### src/design/dtsd_pkg.sv
`timescale 1ns / 1ps
// Shared types, codes and tracker helpers for the dual-tracker sync deframer.
// No dependencies.
package dtsd_pkg;

  localparam int          CHUNK_SIZE   = 16;
  localparam logic [7:0]  PRESYNC_CODE = 8'hFF;
  localparam int          CFG_DATA_W   = 16;

  typedef enum logic [2:0] {
    ST_CONTINUE  = 3'd0,
    ST_GOOD      = 3'd1,
    ST_CORRUPT   = 3'd2,
    ST_SYNC_ERR  = 3'd3,
    ST_LINK_FAIL = 3'd4
  } status_e;

  typedef enum logic [0:0] {
    REG_MAX_LENGTH  = 1'b0,
    REG_RETRY_LIMIT = 1'b1
  } cfg_reg_e;

  typedef struct packed {
    logic [7:0] val;
    logic [7:0] conf;
  } tracker_t;

  typedef struct packed {
    tracker_t lead;
    tracker_t other;
  } tracker_pair_t;

  typedef struct packed {
    tracker_pair_t pair;
    logic          sync_err;
    logic          done;
  } track_res_t;

  function automatic tracker_t lower_conf(tracker_t t);
    tracker_t r;
    r = t;
    if (t.conf == 8'd0) r.val = PRESYNC_CODE;
    else r.conf = t.conf - 8'd1;
    return r;
  endfunction

  function automatic logic [7:0] raise_conf(logic [7:0] c);
    return (c == 8'hFF) ? c : c + 8'd1;
  endfunction

  function automatic logic [7:0] tick_value(logic [7:0] v);
    return (v == PRESYNC_CODE) ? v : v - 8'd1;
  endfunction

endpackage

### src/design/dual_tracker_sync_deframer_top.sv
`timescale 1ns / 1ps
// Top level of the dual-tracker sync deframer: input register, chunk update, result register.
// Depends on dtsd_pkg, dtsd_tracker and dtsd_count.

// One chunk report in, one result out. A report sits in the input register while
// the tracker pair and byte total update, then lands in the result register; one
// chunk per cycle is taken unless the result register stalls. State feedback (trackers,
// total, failure run) closes within a single stage. Every end status (done,
// sync error, link failure) returns the state to reset. Configuration (index 0
// max_length, index 1 retry_limit) must be written while idle; the block does not enforce it.
module dual_tracker_sync_deframer_top #(
  parameter int TOTAL_WIDTH = 20
) (
  input  logic                     clk_i,
  input  logic                     rst_ni,
  input  logic                     cfg_we_i,
  input  logic [0:0]               cfg_idx_i,
  input  logic [15:0]              cfg_data_i,
  input  logic                     in_valid_i,
  output logic                     in_stall_o,
  input  logic                     read_failed_i,
  input  logic [7:0]               sync_code_i,
  input  logic [3:0]               data_count_i,
  output logic                     out_valid_o,
  input  logic                     out_stall_i,
  output dtsd_pkg::status_e        status_o,
  output logic                     store_data_o,
  output logic [19:0]              total_bytes_o
);
  import dtsd_pkg::*;

  localparam int ExtW = (TOTAL_WIDTH > 20) ? TOTAL_WIDTH : 20;

  // configuration
  logic [15:0] max_length_q;
  logic [3:0]  retry_limit_q;

  always_ff @(posedge clk_i or negedge rst_ni) begin
    if (!rst_ni) begin
      max_length_q  <= 16'hFFFF;
      retry_limit_q <= 4'd10;
    end else if (cfg_we_i) begin
      case (cfg_reg_e'(cfg_idx_i))
        REG_MAX_LENGTH:  max_length_q  <= cfg_data_i;
        REG_RETRY_LIMIT: retry_limit_q <= cfg_data_i[3:0];
        default: ;
      endcase
    end
  end

  // input register
  logic       in_vld_q, in_vld_d;
  logic       failed_q;
  logic [7:0] code_q;
  logic [3:0] count_q;
  logic       adv, in_load, process;
  logic       out_vld_q, out_vld_d;

  assign adv        = !out_vld_q || !out_stall_i;
  assign in_stall_o = in_vld_q && !adv;
  assign in_load    = in_valid_i && !in_stall_o;
  assign process    = in_vld_q && adv;

  always_comb begin
    if (in_load) in_vld_d = 1'b1;
    else if (adv) in_vld_d = 1'b0;
    else in_vld_d = in_vld_q;
  end

  always_ff @(posedge clk_i or negedge rst_ni) begin
    if (!rst_ni) begin
      in_vld_q <= 1'b0;
    end else begin
      in_vld_q <= in_vld_d;
    end
  end

  always_ff @(posedge clk_i) begin
    if (in_load) begin
      failed_q <= read_failed_i;
      code_q   <= sync_code_i;
      count_q  <= data_count_i;
    end
  end

  // deframer state
  tracker_pair_t          pair_q, pair_d;
  logic [TOTAL_WIDTH-1:0] btotal_q, btotal_d;
  logic                   corrupt_q, corrupt_d;
  logic [3:0]             fail_run_q, fail_run_d;

  track_res_t             trk;
  logic [TOTAL_WIDTH-1:0] sum_total;
  logic                   too_long;

  dtsd_tracker u_tracker (
    .pair_i      (pair_q),
    .sync_code_i (code_q),
    .res_o       (trk)
  );

  dtsd_count #(
    .TOTAL_WIDTH (TOTAL_WIDTH)
  ) u_count (
    .total_i      (btotal_q),
    .data_count_i (count_q),
    .max_length_i (max_length_q),
    .total_o      (sum_total),
    .too_long_o   (too_long)
  );

  logic [3:0]             limit, fail_inc;
  status_e                status_d;
  logic                   store_d;
  logic [TOTAL_WIDTH-1:0] res_total;
  logic [ExtW-1:0]        res_total_x;
  logic                   clear;
  tracker_pair_t          pair_rst;

  assign limit    = (retry_limit_q == 4'd0) ? 4'd1 : retry_limit_q;
  assign fail_inc = (fail_run_q == 4'hF) ? fail_run_q : fail_run_q + 4'd1;
  assign pair_rst = '{lead: '{val: PRESYNC_CODE, conf: 8'd0},
                      other: '{val: PRESYNC_CODE, conf: 8'd0}};

  always_comb begin
    status_d   = ST_CONTINUE;
    store_d    = 1'b0;
    res_total  = btotal_q;
    pair_d     = pair_q;
    btotal_d   = btotal_q;
    corrupt_d  = corrupt_q;
    fail_run_d = fail_run_q;
    if (failed_q) begin
      corrupt_d  = 1'b1;
      fail_run_d = fail_inc;
      if (fail_inc >= limit) status_d = ST_LINK_FAIL;
    end else begin
      fail_run_d = 4'd0;
      btotal_d   = sum_total;
      res_total  = sum_total;
      corrupt_d  = corrupt_q | too_long;
      store_d    = !too_long;
      pair_d     = trk.pair;
      if (trk.sync_err) status_d = ST_SYNC_ERR;
      else if (trk.done) status_d = corrupt_d ? ST_CORRUPT : ST_GOOD;
    end
    clear = (status_d != ST_CONTINUE);
    if (clear) begin
      pair_d     = pair_rst;
      btotal_d   = '0;
      corrupt_d  = 1'b0;
      fail_run_d = 4'd0;
    end
  end

  always_ff @(posedge clk_i or negedge rst_ni) begin
    if (!rst_ni) begin
      pair_q     <= '{lead: '{val: PRESYNC_CODE, conf: 8'd0},
                      other: '{val: PRESYNC_CODE, conf: 8'd0}};
      btotal_q   <= '0;
      corrupt_q  <= 1'b0;
      fail_run_q <= 4'd0;
    end else if (process) begin
      pair_q     <= pair_d;
      btotal_q   <= btotal_d;
      corrupt_q  <= corrupt_d;
      fail_run_q <= fail_run_d;
    end
  end

  // result register
  status_e     status_q;
  logic        store_q;
  logic [19:0] total_q;

  assign res_total_x = ExtW'(res_total);

  always_comb begin
    if (process) out_vld_d = 1'b1;
    else if (!out_stall_i) out_vld_d = 1'b0;
    else out_vld_d = out_vld_q;
  end

  always_ff @(posedge clk_i or negedge rst_ni) begin
    if (!rst_ni) begin
      out_vld_q <= 1'b0;
    end else begin
      out_vld_q <= out_vld_d;
    end
  end

  always_ff @(posedge clk_i) begin
    if (process) begin
      status_q <= status_d;
      store_q  <= store_d;
      total_q  <= res_total_x[19:0];
    end
  end

  assign out_valid_o   = out_vld_q;
  assign status_o      = status_q;
  assign store_data_o  = store_q;
  assign total_bytes_o = total_q;

  // checks
  a_lead_first: assert property (@(posedge clk_i) disable iff (!rst_ni)
    pair_q.lead.conf >= pair_q.other.conf)
    else $error("tracker order lost: other tracker more confident than lead");

  a_end_clears: assert property (@(posedge clk_i) disable iff (!rst_ni)
    (process && clear) |=> (btotal_q == '0 && !corrupt_q && fail_run_q == 4'd0 &&
                            pair_q.lead.conf == 8'd0))
    else $error("state not returned to reset after end status");

  a_link_no_store: assert property (@(posedge clk_i) disable iff (!rst_ni)
    (out_vld_q && status_q == ST_LINK_FAIL) |-> !store_q)
    else $error("link failure result marks data for storing");

  a_stall_cause: assert property (@(posedge clk_i) disable iff (!rst_ni)
    in_stall_o |-> (out_vld_q && out_stall_i && in_vld_q))
    else $error("input stalled while the result register is free");

endmodule

### src/design/dtsd_tracker.sv
`timescale 1ns / 1ps
// Sync tracker pair update for one chunk: match, adopt, lower, reorder, tick.
// Depends on dtsd_pkg.
module dtsd_tracker (
  input  dtsd_pkg::tracker_pair_t pair_i,
  input  logic [7:0]              sync_code_i,
  output dtsd_pkg::track_res_t    res_o
);
  import dtsd_pkg::*;

  tracker_t lead_m, other_m;
  logic     lead_hit, other_hit, sync_err;
  tracker_t lead_s, other_s;

  assign lead_hit  = (pair_i.lead.conf == 8'd0) || (pair_i.lead.val == sync_code_i);
  assign other_hit = (pair_i.other.conf == 8'd0) || (pair_i.other.val == sync_code_i);

  always_comb begin
    lead_m   = pair_i.lead;
    other_m  = pair_i.other;
    sync_err = 1'b0;
    if (sync_code_i == PRESYNC_CODE) begin
      lead_m  = lower_conf(pair_i.lead);
      other_m = lower_conf(pair_i.other);
    end else if (lead_hit) begin
      // the lead tracker, if unclaimed or matching, takes the code (lead has priority)
      lead_m.val  = sync_code_i;
      lead_m.conf = raise_conf(pair_i.lead.conf);
      other_m     = lower_conf(pair_i.other);
    end else if (other_hit) begin
      other_m.val  = sync_code_i;
      other_m.conf = raise_conf(pair_i.other.conf);
      lead_m       = lower_conf(pair_i.lead);
    end else begin
      sync_err = 1'b1;
    end
  end

  // keep the more confident tracker in the lead slot
  always_comb begin
    if (other_m.conf > lead_m.conf) begin
      lead_s  = other_m;
      other_s = lead_m;
    end else begin
      lead_s  = lead_m;
      other_s = other_m;
    end
  end

  always_comb begin
    res_o.sync_err = sync_err;
    res_o.done     = !sync_err && (lead_s.val == 8'd0) && (lead_s.conf != 8'd0);
    res_o.pair.lead  = lead_s;
    res_o.pair.other = other_s;
    if (!res_o.done) begin
      res_o.pair.lead.val  = tick_value(lead_s.val);
      res_o.pair.other.val = tick_value(other_s.val);
    end
  end

endmodule

### src/design/dtsd_count.sv
`timescale 1ns / 1ps
// Saturating data byte total and message length check for one chunk.
// Depends on dtsd_pkg.
module dtsd_count #(
  parameter int TOTAL_WIDTH = 20
) (
  input  logic [TOTAL_WIDTH-1:0] total_i,
  input  logic [3:0]             data_count_i,
  input  logic [15:0]            max_length_i,
  output logic [TOTAL_WIDTH-1:0] total_o,
  output logic                   too_long_o
);
  import dtsd_pkg::*;

  localparam int ClampMax = (CHUNK_SIZE - 1 > 15) ? 15 : CHUNK_SIZE - 1;
  localparam int CmpW     = (TOTAL_WIDTH > 16) ? TOTAL_WIDTH : 16;

  logic [3:0]             count_c;
  logic [TOTAL_WIDTH:0]   sum;
  logic [CmpW-1:0]        total_x, max_x;

  assign count_c = (data_count_i > 4'(ClampMax)) ? 4'(ClampMax) : data_count_i;
  assign sum     = {1'b0, total_i} + (TOTAL_WIDTH + 1)'(count_c);
  // carry out means the total would pass the all-ones ceiling
  assign total_o = sum[TOTAL_WIDTH] ? {TOTAL_WIDTH{1'b1}} : sum[TOTAL_WIDTH-1:0];

  assign total_x    = CmpW'(total_o);
  assign max_x      = CmpW'(max_length_i);
  assign too_long_o = total_x > max_x;

endmodule
### config.mk
export PLATFORM = sky130hd
export DESIGN_NAME = dual_tracker_sync_deframer_top
export DESIGN_NICKNAME = d
export VERILOG_FILES = /design/src/design/dtsd_pkg.sv /design/src/design/dual_tracker_sync_deframer_top.sv /design/src/design/dtsd_tracker.sv /design/src/design/dtsd_count.sv
export SDC_FILE = /design/constraint.sdc
export NUM_CORES = 1
export LEC_CHECK = 0
export BUFFER_PORTS_ARGS = -buffer_cell sky130_fd_sc_hd__buf_2
export CORE_MARGIN = 2
export CORE_UTILIZATION = 62
export CTS_BUF_LIST = sky130_fd_sc_hd__clkbuf_8
export DETAILED_ROUTE_END_ITERATION = 7
export PLACE_DENSITY = 0.82
export SETUP_SLACK_MARGIN = 0.5
export SLEW_MARGIN = 10
export SYNTH_ARGS = -nofsm -noshare
export SYNTH_HDL_FRONTEND = slang
export SYNTH_SLANG_ARGS = --single-unit
### constraint.sdc
create_clock -name clk_i -period 6.2 [get_ports clk_i]
set_clock_uncertainty 0.05 [all_clocks]
set_input_delay 1.24 -clock clk_i [delete_from_list [all_inputs] [get_ports clk_i]]
set_output_delay 1.24 -clock clk_i [all_outputs]
set_load 0.01 [all_outputs]
After elaboration in Yosys (flattened, before gate mapping)
Cells that the tools add are included.

word-level totals
  flip-flop bits (word level) = 116
  input bits = 35
  word-level logic and storage cells = 107

cells by class
  add/sub/neg operators = 8
  $lt $le $gt $ge = 4
  equality and inequality tests = 10
  mux-type cells = 42
  bitwise logic cells = 2
  reduce and logical (&&, ||, !) cells = 24

operator list
  cell                 number
  $mux 16              8
  $mux 8               10
  $mux 32              2
  $mux 20              3
  $eq 8x8->1 const B   5
  $sub 8x1->8 const B  4
  $logic_not 8->1      3
  $add 20x4->21        1
  $gt 20x16->1         1
  $mux 4               5
  $add 8x1->8 const B  2
  $eq 8x8->1           2
  $mux 1               9
  $gt 8x8->1           1
  $reduce_bool 8->1    1
  $logic_not 1->1      6
  $mux 2               3
  $mux 3               2
  $reduce_and 2->1     3
  $logic_and 1x1->1    5
  $add 4x1->4 const B  1
  $eq 4x4->1 const B   1
  $ge 4x4->1           1
  $gt 4x4->1 const B   1
  other kinds (7)      10

Depth between registers and ports, before layout
Gate-level depths: netlist of the first run.

  word-level depth = 16
  depth in mapped cells = 28
  depth with buffers taken out = 22

Hierarchy
From an unflattened synthesis of the first run, not the netlist that was laid out.

second synthesis, totals
  cell total of the unflattened synthesis = 854
  area total of the unflattened synthesis = 8575.7 um2

by module, submodules not included
  module                          times used  cells an instance  area each (um2)  seq. area each (um2)
  dual_tracker_sync_deframer_top  1           304                4658.2           3130.5
  dtsd_tracker                    1           405                2901.5           0.0
  dtsd_count                      1           145                1016.0           0.0

Worst setup path after synthesis of the first run
Ideal clock, no wire load.

  path type = register to register
  start point = register pair_q[0] (netlist name)
  end point = register status_q[0], in the netlist status_o[0] (data pin)
  setup time = 0.149 ns
  arrival = 5.429 ns
  path slack = 0.572 ns
  stages on the path, launching flop included = 26
  buffers on the path = 4
  cell sequence = dfrtp_1 clkbuf_1 inv_1 ha_1 nor3b_1 nand2_1 o21ai_0 buf_4 a31oi_1 nor3_1 a311oi_2 ha_1 a21o_1 nand3_1 a21oi_1 nor2_1 clkbuf_1 mux2i_1 ha_1 inv_1 a211oi_1 nand4_1 a211o_1 buf_4 or4_1 a21oi_1

between the ends
  cells in the longest elaborated chain, start to end = 13

RTL lines
  item                                        line                                   text
  from (decl)                                 dual_tracker_sync_deframer_top.sv:87   tracker_pair_t pair_q, pair_d;
  from (signal assigned)                      dual_tracker_sync_deframer_top.sv:158  pair_q <= '{lead: '{val: PRESYNC_CODE, conf: 8'd0},
  from (signal assigned)                      dual_tracker_sync_deframer_top.sv:164  pair_q <= pair_d;
  $add 8x1->8 (tied with other cells)         dtsd_pkg.sv:48                         return (c == 8'hFF) ? c : c + 8'd1;
  $mux 8 or $logic_or 1x1->1 (tied branches)  dtsd_pkg.sv:48, dtsd_tracker.sv:16
  $mux 16                                     dtsd_tracker.sv:30                     end else if (other_hit) begin
  $mux 16                                     dtsd_tracker.sv:25                     end else if (lead_hit) begin
  $mux 16                                     dtsd_tracker.sv:22                     if (sync_code_i == PRESYNC_CODE) begin
  $gt 8x8->1                                  dtsd_tracker.sv:41                     if (other_m.conf > lead_m.conf) begin
  $mux 16                                     dtsd_tracker.sv:41
  $logic_not 8->1                             dtsd_tracker.sv:52                     res_o.done = !sync_err && (lead_s.val == 8'd0) && (lead_s.conf != 8'd0);
  $logic_and 1x1->1 (2 in a row)              dtsd_tracker.sv:52
  $mux 2                                      dual_tracker_sync_deframer_top.sv:145  else if (trk.done) status_d = corrupt_d ? ST_CORRUPT : ST_GOOD;
  $mux 2 *                                    dual_tracker_sync_deframer_top.sv:144  if (trk.sync_err) status_d = ST_SYNC_ERR;
  $mux 3 *                                    dual_tracker_sync_deframer_top.sv:133  if (failed_q) begin
  net status_d[0]                             dual_tracker_sync_deframer_top.sv:113  status_e status_d;
  to (signal assigned)                        dual_tracker_sync_deframer_top.sv:194  status_q <= status_d;
  to (decl)                                   dual_tracker_sync_deframer_top.sv:172  status_e status_q;

The timed path passes the listed nets; every way through them passes the cells marked *.
A chain may end at the register's enable or synchronous reset.

Worst setup path in the final report of the first run
  start point = register pair_q[17] (netlist name)
  end point = register status_q[0], in the netlist status_o[0] (data pin)

between the ends
  cells in the longest elaborated chain, start to end = 13

RTL lines
  item                                            line                                                text
  $sub 8x1->8 or $logic_not 8->1 (tied branches)  dtsd_pkg.sv:43, dtsd_pkg.sv:42, dtsd_tracker.sv:15
  $mux 8                                          dtsd_pkg.sv:42                                      if (t.conf == 8'd0) r.val = PRESYNC_CODE;
  $mux 16                                         dtsd_tracker.sv:30
  $mux 16                                         dtsd_tracker.sv:25
  $mux 16                                         dtsd_tracker.sv:22
  $gt 8x8->1                                      dtsd_tracker.sv:41
  $mux 16                                         dtsd_tracker.sv:41
  $logic_not 8->1                                 dtsd_tracker.sv:52
  $logic_and 1x1->1 (2 in a row)                  dtsd_tracker.sv:52
  $mux 2                                          dual_tracker_sync_deframer_top.sv:145
  $mux 2 *                                        dual_tracker_sync_deframer_top.sv:144
  $mux 3 *                                        dual_tracker_sync_deframer_top.sv:133
  net status_d[0]                                 dual_tracker_sync_deframer_top.sv:113

Marked as above.

==> flow_metrics.env, run 1 <==
export IMPL_status="completed"
export IMPL_maxCapViolations=0
export IMPL_synthTopCellsByCount="100 x nand2_1, 65 x o21ai_0, 58 x inv_1"
export IMPL_ant_nets=0
export IMPL_critPathMaxStageDelay_ps=480
export IMPL_drt_iter0_drc=763
export IMPL_die_h_um=117.7
export IMPL_fin_nets=1015
export IMPL_cts_root_buf="clkbuf_8"
export IMPL_dieArea_um2=13850
export IMPL_ir_drop_uv=430.7
export IMPL_endpoint_kind="flip-flop"
export IMPL_setup_tns_ps=0
export IMPL_grt_max_degree=80
export IMPL_ys_flop_type="dfrtp_1"
export IMPL_antenna_found_initial=0
export IMPL_diodes=0
export IMPL_clkSinkCount=116
export IMPL_layout_setup_ws_ps=761.4
export IMPL_cts_max_path_buffers=2
export IMPL_area_growth_pct=12.27
export IMPL_crit_path_top_delay_cell="or3_4"
export IMPL_yosysMostFrequentCell="nand2_1"
export IMPL_synth_edf_count=37
export IMPL_cts_buffers=17
export IMPL_worstSkewPairLatency_ps=440
export IMPL_synth_cells=883
export IMPL_hp_class="flip-flop to flip-flop"
export IMPL_grt_pass1_vias=6763
export IMPL_first_pass_iters=8
export IMPL_postCtsHoldBufs=0
export IMPL_yosysTopAreaCell="dfrtp_1"
export IMPL_fin_area_um2=8999
export IMPL_core_area_um2=12620
export IMPL_placementRows=41
export IMPL_fmax_mhz=183.9
export IMPL_place_ws_ps=316.4
export IMPL_setup_viol=0
export IMPL_grt_pass1_wl_um=33810
export IMPL_period_share_pct=87.72
export IMPL_synth_area_per_cell_um2=9.077
export IMPL_total_power_mw=5.720
export IMPL_place_area_um2=8478
export IMPL_slew_viol_final=0
export IMPL_p_leak_nw=4.006
export IMPL_crit_path_start_kind="flip-flop"
export IMPL_num_vias=6992
export IMPL_cts_tree="yes"
export IMPL_ys_types=74
export IMPL_gp_congestion=0.9696
export IMPL_worstSetupPathType="flip-flop to flip-flop"
export IMPL_synthesis_nets=962
export IMPL_htreeDepth=4
export IMPL_ys_seq_elements=116
export IMPL_wl_per_cell_um=18.15
export IMPL_start_util_pct=63.51
export IMPL_synth_top_area_share_pct=14.05
export IMPL_clk_pin_slew_ps=70
export IMPL_syn_area_um2=8015
export IMPL_rsz0062_at_grt="false"
export IMPL_cp_arrival_ps=5680
export IMPL_max_slew_worst_pin_slew_ps=1016
export IMPL_worstPathMaxFanout=15
export IMPL_yosys_warnings=0
export IMPL_synth_async_reset_ratio_pct=68.10
export IMPL_io_buffers=60
export IMPL_dpl_hpwl_um=14450
export IMPL_die_w_um=117.7
export IMPL_drt_vias_per_instance=6.237
export IMPL_powerDensity_nw_per_um2=635.7
export IMPL_io_pins=61
export IMPL_relSlewSlack_pct=32.24
export IMPL_synthTopCellsByArea="dfrtp_1 14%, edfxtp_1 14%, dfstp_2 11%"
export IMPL_path_cells="inv_1, ha_1, nand2b_1, or3_4, mux2i_1, o32ai_1, a211oi_2, inv_1, ha_1, nor2b_1, o211ai_1, a211oi_2, or2_4, mux2_2, ha_1, inv_1, a211oi_2, nand4_1, a211o_4, or4_1, a21oi_1"
export IMPL_finalCriticalPeriod_ps=5439
export IMPL_drc=0
export IMPL_grt_usage_pct=30.15
export IMPL_drive_gt1_share_pct=19.49
export IMPL_ys_seq_area_share_pct=39.06
export IMPL_crit_required_ps=6440
export IMPL_finalHoldViolations=0
export IMPL_drt_wl_total_um=20350
export IMPL_grt_overflow_total=0
[routing by layer]
| layer | part of all wire [%] | GRT usage, % | vias to the layer above |
|---|---|---|---|
| li1 | - | - | 3296 |
| met5 | 0 | 0 | - |
| met3 | 7.9 | 6.686 | 85 |
| met4 | 3.8 | 14.16 | 0 |
| met2 | 47 | 48.55 | 376 |
| met1 | 41 | 38.78 | 3235 |
[per-stage QoR]
step,instances,hold slack (ps),utilization (%)
6_report,1121,463.3,71.31
5_1_grt,1121,483.4,71.31
4_1_cts,1119,460.5,70.62
3_5_place_dp,1087,447.0,67.18
3_3_place_gp,1087,413.3,67.18
2_1_floorplan,883,407.4,-
[state kept, by name (all words and copies together) (netlist names)]
name	cells
btotal_q	20
code_q	8
corrupt_q	1
count_q	4
fail_run_q	4
failed_q	1
in_vld_q	1
max_length_q	16
out_valid_o	1
pair_q	32
retry_limit_q	4
status_o	3
store_data_o	1
total_bytes_o	20
[final timing paths]
| check | start | end | slack, ps | cells past startpoint |
|---|---|---|---|---|
| hold / removal | btotal_q[2] | btotal_q[2] | 460 | 2 |
| min in group asynchronous | rst_ni | pair_q[16] | 910 | 1 |
| setup / recovery | pair_q[17] | status_o[0] | 760 | 21 |
| max in group asynchronous | rst_ni | pair_q[0] | 4470 | 1 |
| hold reg to reg | btotal_q[2] | btotal_q[2] | 460 | 2 |
| setup reg to reg | pair_q[17] | status_o[0] | 760 | 21 |
[logic make-up (layout without fill, tap and decap cells)]
| group | count (synthesis) | in the layout | synth area share [%] |
|---|---|---|---|
| xor gates and xnor gates | 53 | 53 | 5.792 |
| and+or+nand+nor | 307 | 307 | 19.17 |
| adders and majority gates | 44 | 44 | 6.962 |
| buffers and inverters | 105 | 171 | 5.245 |
| AOI/OAI and AO/OA | 209 | 209 | 17.48 |
| muxes | 49 | 49 | 6.291 |
| DFF | 116 | 116 | 39.06 |
[critical path, delay by kind of cell, from the launching register on]
family / cells / cell delay [ps]
buf+inv: 3 / 330
mux: 2 / 570
compound gates: 7 / 1510
simple gates: 6 / 1680
fa+ha+maj: 3 / 690
flops: 1 / 460
[report_power, final]
group	switching (mW)	leakage (nW)	internal [mW]
Clock	0.304	0.218	0.435
Combinational	2.29	2.47	1.58
Sequential	0.143	1.32	0.969
Total	2.74	4.01	2.98
[area by class of cell]
class                           count  area (µm²)
Multi-Input combinational cell    662        4549
Sequential cell                   116        3132
Inverter                           58       217.7
Fill cell                         960        3621
Clock buffer                       21       289.0
Timing Repair Buffer               81       460.4
Clock inverter                     11       135.1
Tap cell                          172       215.2
[timing repair]
item | in CTS | in global routing
pin swaps | 0 | 1
setup buffers | 0 | 2
endpoints found under the setup margin | 46 | 53
gates resized for setup | 4 | 16
[placed cells by master, fill, tap and decap left out, types with 36 or more instances in the layout]
cell / n
nand2_1: 100
o21ai_0: 64
inv_1: 59
buf_2: 59
nor2_1: 46
dfrtp_1: 44
ha_1: 43
a21oi_1: 37
edfxtp_1: 37
mux2i_1: 36
Note: power is estimated with default switching activity, not from simulation.
==> inputs of run 2 (changes only) <==
PLACE_DENSITY = unset   (was 0.82)
PLACE_DENSITY_LB_ADDON = 0.08   (was unset)
==> flow_metrics.env, run 2 (synthesis results as in run 1) <==
export IMPL_status="completed"
export IMPL_cts_buffers=17
export IMPL_maxCapViolations=0
export IMPL_n_fill_cell=969
export IMPL_regMostFlops="pair_q"
export IMPL_finalCriticalPeriod_ps=5462
export IMPL_io_pins=61
export IMPL_regArea_um2=3131
export IMPL_slew_viol_final=0
export IMPL_crit_path_top_delay_cell="dfrtp_1"
export IMPL_num_vias=7221
export IMPL_cts_tree="yes"
export IMPL_htreeDepth=4
export IMPL_period_share_pct=88.10
export IMPL_wl_per_cell_um=19.82
export IMPL_fmax_mhz=183.1
export IMPL_ir_drop_uv=432.3
export IMPL_hp_class="flip-flop to flip-flop"
export IMPL_whs_path_depth=1
export IMPL_reg2reg_to="btotal_q[16]"
export IMPL_grt_pass1_vias=7096
export IMPL_cts_max_path_buffers=2
export IMPL_relSlewSlack_pct=31.43
export IMPL_finalHoldViolations=0
export IMPL_area_growth_pct=11.90
export IMPL_cts_root_buf="clkbuf_8"
export IMPL_setup_viol=0
export IMPL_final_cell_mix="99 x nand2_1, 63 x o21ai_0, 62 x inv_1, 59 x buf_2"
export IMPL_worstSkewPairLatency_ps=440
export IMPL_setup_tns_ps=0
export IMPL_dieArea_um2=13850
export IMPL_ant_nets=0
export IMPL_multi_input_area_um2=4542
export IMPL_core_area_um2=12620
export IMPL_crit_required_ps=6440
export IMPL_grt_max_degree=79
export IMPL_io_buffers=60
export IMPL_crit_path_start_kind="flip-flop"
export IMPL_drt_wl_total_um=22310
export IMPL_gp_congestion=1.018
export IMPL_critPathMaxStageDelay_ps=490
export IMPL_final_common_cell="nand2_1"
export IMPL_die_h_um=117.7
export IMPL_worstSetupPathType="flip-flop to flip-flop"
export IMPL_clk_pin_slew_ps=70
export IMPL_drive_gt1_share_pct=19.71
export IMPL_worstPathMaxFanout=20
export IMPL_placementRows=41
export IMPL_rr_startpoint="pair_q[16]"
export IMPL_endpoint_kind="flip-flop"
export IMPL_dpl_hpwl_um=16300
export IMPL_diodes=0
export IMPL_dpl_cell_count=1092
export IMPL_cp_arrival_ps=5710
export IMPL_largest_reg_flops=32
export IMPL_hold_path_startpoint="in_vld_q"
export IMPL_first_pass_iters=7
export IMPL_grt_overflow_total=0
export IMPL_powerDensity_nw_per_um2=633.1
export IMPL_reg2reg_setup_slack_ps=740
export IMPL_p_leak_nw=4.010
export IMPL_drt_vias_per_instance=6.413
export IMPL_drt_iter0_drc=729
export IMPL_start_util_pct=63.51
export IMPL_final_cells=1126
export IMPL_rsz0062_at_grt="false"
export IMPL_die_w_um=117.7
export IMPL_fin_nets=1020
export IMPL_whs_endpoint="out_valid_o"
export IMPL_grt_usage_pct=32.66
export IMPL_grt_pass1_wl_um=36180
export IMPL_drc=0
export IMPL_max_slew_worst_pin_slew_ps=1029
export IMPL_antenna_found_initial=0
export IMPL_reg2regPathDepth=22
export IMPL_clkSinkCount=116
export IMPL_path_cells="inv_1, ha_1, nand2b_1, or3_4, mux2i_1, o32ai_1, a211oi_2, inv_1, ha_1, nor2b_1, o211ai_1, a211oi_2, or2_2, mux2_2, ha_1, inv_1, a211oi_2, nand4_1, a211o_4, a41oi_1, buf_6, o21ai_0"
run 2: cell count changes in the layout (fill, tap and decap cells not counted), sizes merged:
cell and delta:
buf +5, inv +2, bufinv -1, clkinv +3, clkbuf -4
run 2: metrics by stage:
| step | utilization [%] | setup slack, ps | power (mW) | instance area [µm²] | hold slack (ps) |
|---|---|---|---|---|---|
| 6_report | 71.07 | 738.1 | 5.678 | 8969 | 450.8 |
| 5_1_grt | 71.07 | 483.1 | 6.071 | 8969 | 486.9 |
| 4_1_cts | 70.44 | 539.1 | 5.476 | 8890 | 449.3 |
| 3_5_place_dp | 67.48 | 195.2 | 4.790 | 8516 | 433.2 |
| 3_3_place_gp | 67.48 | 203.1 | 4.722 | 8516 | 417.4 |
| 2_1_floorplan | - | 571.7 | 3.865 | 8015 | 407.4 |
run 2: worst max-delay path by stage:
stage                     from           end  slack [ps]  cells past startpoint
floorplan            pair_q[0]   status_o[0]         570                     25
global placement     pair_q[0]     pair_q[6]         200                     20
detailed placement   pair_q[0]  btotal_q[16]         200                     22
CTS                  pair_q[0]  btotal_q[16]         540                     22
global route        pair_q[16]  btotal_q[13]         480                     22
finish              pair_q[16]  btotal_q[16]         740                     22
run 2: area by class of cell:
class,instances,share of cell area (%)
clock inverters,15,1.423
multi-input cells,662,50.64
repair buffers,86,5.594
well taps,172,2.400
flip-flops and latches,116,34.91
inverters,58,2.427
clock buffers,17,2.609
run 2: where the power goes:
group | switching [mW] | total (mW) | internal [mW] | leakage, nW
logic | 2.32 | 3.91 | 1.59 | 2.49
clock network | 0.308 | 0.653 | 0.345 | 0.197
registers | 0.147 | 1.12 | 0.969 | 1.32
run 2: repair_timing:
item	4_1_cts	5_1_grt
setup buffers	0	2
resized for setup	3	17
hold buffers	0	0
pin swaps	0	3
endpoints found under the setup margin	46	52
run 2: critical path: cells and delay by family, from the launching register on:
kind | cells | cell delay (ps)
AO/OA/AOI/OAI | 8 | 1790
AND/OR/NAND/NOR | 5 | 1230
adder cells (fa/ha/maj) | 3 | 670
buffers and inverters | 4 | 560
multiplexers | 2 | 510
flip-flops | 1 | 490
run 2: metal layers:
| metal | global-route usage [%] | part of all wire, % | vias to the layer above |
|---|---|---|---|
| met4 | 17.85 | 5.0 | 0 |
| met5 | 0 | 0 | - |
| met2 | 56.14 | 50 | 338 |
| li1 | - | - | 3331 |
| met3 | 4.700 | 6.2 | 82 |
| met1 | 39.52 | 39 | 3470 |
